==> config.mk <==
export PLATFORM = sky130hd
export DESIGN_NAME = hvd_isqrt
export DESIGN_NICKNAME = d
export VERILOG_FILES = /design/src/design/hvd_pkg.sv /design/src/design/hvd_isqrt.sv
export SDC_FILE = /design/constraint.sdc
export NUM_CORES = 2
export LEC_CHECK = 0
export BUFFER_PORTS_ARGS = -buffer_cell sky130_fd_sc_hd__buf_2
export CAP_MARGIN = 20
export CORE_UTILIZATION = 60
export DETAILED_ROUTE_END_ITERATION = 10
export PLACE_DENSITY = 0.85
export SLEW_MARGIN = 25
export SYNTH_ARGS = -nofsm -noshare
export SYNTH_HDL_FRONTEND = slang
export SYNTH_SLANG_ARGS = --single-unit
==> constraint.sdc <==
create_clock -name clk -period 6.4 [get_ports clk]
set_input_delay 0.96 -clock clk [delete_from_list [all_inputs] [get_ports clk]]
set_output_delay 0.96 -clock clk [all_outputs]
set_load 0.02 [all_outputs]
==> src/design/hvd_pkg.sv <==
// ----------------------------------------------------------------------------
// hvd_pkg
// Shared constants, types, the arctangent table and the Q30 multiply for the haversine block.
// ----------------------------------------------------------------------------
package hvd_pkg;

  localparam int AngleFracBits = 20;
  localparam int CordicStages  = 24;

  // CORDIC datapath width, square-root step parameter, root, radius and distance widths
  localparam int CW         = 34;
  localparam int SqrtSteps  = 30;
  localparam int SqrtW      = 32;
  localparam int RadW       = 24;
  localparam int DistW      = 26;

  localparam logic signed [CW-1:0] Q30One    = 34'sd1073741824;
  localparam logic signed [35:0]   Q30Pi     = 36'sd3373259426;
  localparam logic signed [35:0]   Q30TwoPi  = 36'sd6746518852;
  localparam logic signed [35:0]   Q30HalfPi = 36'sd1686629713;
  localparam logic signed [31:0]   DegToRad  = 32'sd1199381129;
  localparam logic signed [CW-1:0] InvGain   = 34'sd652032874;
  localparam logic [RadW-1:0]      RadiusReset = 24'd6371000;

  typedef logic signed [CW-1:0] q30_t;

  // atan(2^-i) in Q30, truncated
  function automatic q30_t atan_tab(input int i);
    q30_t v;
    v = '0;
    unique case (i)
      0:  v = 34'sd843314856;  1:  v = 34'sd497837829;
      2:  v = 34'sd263043836;  3:  v = 34'sd133525158;
      4:  v = 34'sd67021686;   5:  v = 34'sd33543515;
      6:  v = 34'sd16775850;   7:  v = 34'sd8388437;
      8:  v = 34'sd4194282;    9:  v = 34'sd2097149;
      10: v = 34'sd1048575;    11: v = 34'sd524287;
      12: v = 34'sd262143;     13: v = 34'sd131071;
      14: v = 34'sd65535;      15: v = 34'sd32767;
      16: v = 34'sd16383;      17: v = 34'sd8191;
      18: v = 34'sd4095;       19: v = 34'sd2047;
      20: v = 34'sd1023;       21: v = 34'sd511;
      22: v = 34'sd255;        23: v = 34'sd127;
      24: v = 34'sd63;         25: v = 34'sd31;
      26: v = 34'sd15;         27: v = 34'sd7;
      28: v = 34'sd3;          29: v = 34'sd1;
      default: v = '0;
    endcase
    return v;
  endfunction

  // Q30 product rounded half up
  function automatic q30_t mul_q30(input q30_t a, input q30_t b);
    logic signed [2*CW-1:0] p;
    p = (a * b) + (68'sd1 <<< 29);
    return q30_t'(p >>> 30);
  endfunction

endpackage

==> src/design/hvd_isqrt.sv <==
// ----------------------------------------------------------------------------
// hvd_isqrt
// Pipelined floor square root of v << 30 for v in [0, 2^30], one result bit
// per stage.
// ----------------------------------------------------------------------------
module hvd_isqrt (
  input  logic                          clk,
  input  logic                          en,
  input  logic [30:0]                   val,
  output logic [hvd_pkg::SqrtW-1:0]     root
);

  localparam int S = hvd_pkg::SqrtSteps + 1;

  logic [61:0] rem_r [S+1];
  logic [31:0] res_r [S+1];

  always_ff @(posedge clk) begin
    if (en) begin
      rem_r[0] <= {val, 31'd0} >> 1;
      res_r[0] <= '0;
    end
  end

  // restoring digit-by-digit root, one bit per stage
  for (genvar k = 0; k < S; k++) begin : g_bit
    localparam int B = S - 1 - k;
    logic [63:0] trial;
    assign trial = ({32'd0, res_r[k]} << (B + 1)) + (64'd1 << (2 * B));
    always_ff @(posedge clk) begin
      if (en) begin
        if ({2'b00, rem_r[k]} >= trial) begin
          rem_r[k+1] <= rem_r[k] - trial[61:0];
          res_r[k+1] <= res_r[k] | (32'd1 << B);
        end else begin
          rem_r[k+1] <= rem_r[k];
          res_r[k+1] <= res_r[k];
        end
      end
    end
  end

  assign root = res_r[S];

endmodule

==> metrics.md <==
| Metric | Value |
|---|---|
| Met1 Routed Length | 70,900 um |
| Nets | 8,269 |
| Antenna violations before repair | 0 |
| Prevailing post-synth register cell | edfxtp_1 |
| Layout cells sized above 1 | 6.35% |
| Power per cell area | 344 mW/mm^2 |
| Slew Viols, Final | 0 |
| Maximum fanout along the worst path | 13 |
| Ys async rst share | 0% |
| Gate power share | 22.7% |
| HP Class | input pin to flip-flop |
| Critical path capture point type | flip-flop |
| Largest net degree at the start of global routing | 182 |
| GRT Total Usage | 25.9% |
| Initial DRC count | 4,821 |
| Sequential power share | 46.7% |
| Yosys synthesis warning count | 0 |
| Layout area overhead | 9.57% |
| Clock Sinks | 1,683 |
| LEAKAGE | 0.0371 uW |
| Routed length on met3 | 12,700 um |
| Crit path launch | rem_r[1][810] |
| Post-synthesis area per instance | 11.6 um^2 |
| CTS H-tree lvls | 4 |
| Row count | 140 |
| CP Launch Type | flip-flop |
| Reg2reg end | rem_r[1][912] |
| Period utilization | 75.2% |
| RePlAce Congestion | 0.995 |
| CTS buffer count | 170 |
| Post-synth EDFFs | 1,683 |
| Starting Density | 60.5% |
| Congestion Overflow GR | 0 |
| Maximum vdd ir drop | 0.000486 V |
| Final WL | 194,000 um |
| Switch share | 30.4% |
| Register bit total from synthesis | 1,683 |
| CTS Root Cell | clkbuf_16 |
| Reg-to-Reg Start | rem_r[1][810] |
| CTS tree | done |
| Reg2Reg Depth | 12 |
| Post-CTS resize count | 0 |
| Final hold violation count | 0 |
| IO Port Bufs | 63 |
| Register area share after synthesis | 57.3% |
| Synth Instances | 7,620 |
| PnR worst setup slack | 1590 ps |
| TNS Setup | 0 ps |
| First-pass GRT wire length | 306,000 um |
| P_sw | 10,100 uW |
| CORE AREA | 0.146 mm^2 |
| Yosys cell types | 82 |
| Final setup vio count | 0 |
| Latest clock arrival within the worst-skew pair | 850 ps |
| Worst clock skew | 65.8 ps |
| Req. time, crit path | 6930 ps |
| Post-CTS Setup Bufs | 0 |
| Clock share of power | 30.6% |
| # IOs | 65 |
| Vias | 59,500 |
| Outcome | finished clean |
| DR WL/cell | 19.8 um |
| DRC | 0 |
| RSZ-0062 raised after global routing | no |
| Die W | 385 um |
| Mapped Area | 0.0882 mm^2 |
| Clock transition at path regs | 80 ps |
| Mapped Nets | 8,161 |
| Die area | 0.148 mm^2 |
| Crit path DAT | 5340 ps |
| Post-CTS Hold Buffers | 0 |
| Crit Path Category | flip-flop to flip-flop |
| Crit path time final | 4810 ps |
| Clock Path Buffers | 3 |
| Via-to-Cell Ratio | 6.08 |
| Least-Margin Pin Slew | 1220 ps |
| Internal power | 23,200 uW |
| Vias in the first global route | 59,000 |
| Place WS | 1810 ps |
| R2r setup slk | 1590 ps |
| Max frequency | 208 MHz |
| Uppermost layer routed | met4 |
| Die Y | 385 um |
| Post-DP HPWL | 141,000 um |
| Slew margin rel. | 17.9% |
| TritonRoute pass-1 iters | 6 |
| Wire length on met2 | 101,000 um |
| Worst Hold Margin | 266 ps |
| Setup crit end | rem_r[1][912] |
| Final ANT Viol Nets | 0 |
| Max-cap violation count | 0 |
==> power by group through the flow <==
| stage | registers, uW | logic, uW | clock network, uW |
|---|---|---|---|
| 3_5_place_dp | 15700 | 7380 | 0 |
| 3_3_place_gp | 15600 | 7110 | 0 |
| 2_1_floorplan | 15100 | 5800 | 0 |
| 5_1_grt | 15600 | 8360 | 10700 |
| 6_report | 15500 | 7560 | 10200 |
| 4_1_cts | 15500 | 7450 | 10300 |
==> sequential cells by signal, indices dropped and copies added, names as in the netlist <==
signal and count:
res_r 496, rem_r 1187
==> critical path, stage by stage, from the launching register on <==
cell	delay [ps]
edfxtp_1	480
ha_1	270
fa_1	400
a21oi_1	220
o22ai_1	180
a211oi_1	640
a211oi_1	260
a311oi_1	520
o31ai_1	270
a31o_2	290
a211o_1	480
nor4_1	350
xor2_1	110
==> synthesized netlist by cell type, types with 159 or more instances <==
| library cell | count | area (um^2) |
|---|---|---|
| nor3_1 | 224 | 1120 |
| xor2_1 | 434 | 3800 |
| nor4_1 | 159 | 995 |
| o21ai_0 | 564 | 2820 |
| inv_1 | 618 | 2320 |
| nand2_1 | 671 | 2520 |
| a21oi_1 | 388 | 1940 |
| xnor2_1 | 360 | 3150 |
| edfxtp_1 | 1683 | 50500 |
| a21o_1 | 205 | 1540 |
| clkbuf_1 | 163 | 612 |
| nor2_1 | 424 | 1590 |
| ha_1 | 494 | 6180 |
==> worst min path at each step <==
stage | to | slack (ps) | cells after the start | startpoint
finish | rem_r[0][39] | 270 | 1 | val[9]
global route | rem_r[0][39] | 240 | 1 | val[9]
CTS | rem_r[0][39] | 210 | 1 | val[9]
detailed placement | rem_r[0][97] | 400 | 0 | rem_r[0][35]
global placement | rem_r[0][98] | 400 | 0 | rem_r[0][36]
floorplan | rem_r[0][100] | 400 | 0 | rem_r[0][38]
==> logic make-up after synthesis <==
group	after synthesis	share of synthesized area [%]
and+or+nand+nor	2198	12.4
AOI/OAI and AO/OA	1594	11.1
buffers and inverters	794	3.40
other	1	0.00425
muxes	48	0.604
xor gates and xnor gates	794	7.89
adders and majority gates	508	7.33
DFF	1683	57.3
==> per-layer routing <==
layer  up-vias  track usage, %
met5         -               0
met4         0            12.3
met3       555            5.06
met2      2313            47.7
met1     28500            28.3
li1      28100               -
==> cell type report <==
type	count	area, um^2
flip-flops and latches	1683	50500
fillers	9877	49100
multi-input cells	5143	34800
clock buffers	195	4350
well taps	1917	2400
inverters	619	2320
clock inverters	118	1480
repair buffers	111	761
diodes	1	2.50
==> cell usage in the layout (no fill, tap or decap), drive strengths merged, types with 14 or more instances in the layout <==
cell and count:
a2111oi 14, a211o 14, a211oi 49, a21boi 14, a21o 205, a21oi 388, a31oi 42, and2 28
and3 33, buf 111, bufinv 21, clkbuf 195, clkinv 83, edfxtp 1683, fa 14, ha 494
inv 622, mux2 42, nand2 671, nand2b 103, nand3 123, nand3b 27, nand4 58, nand4b 23
nor2 424, nor2b 65, nor3 224, nor4 159, nor4b 20, o211ai 36, o21a 75, o21ai 565
o21bai 47, o31ai 24, or2 45, or3 91, or4 57, xnor2 360, xor2 434
==> per-stage QoR <==
step                power [uW]  instances  util [%]  instance area (um^2)
floorplan                20900       7620         -                 88200
global placement         22700       9473      62.3                 90700
detailed placement       23000       9473      62.3                 90800
CTS                      33200       9786      66.3                 96600
global route             34700       9786      66.3                 96600
finish                   33300       9787      66.3                 96600
Power figures use the tool's default switching activity.
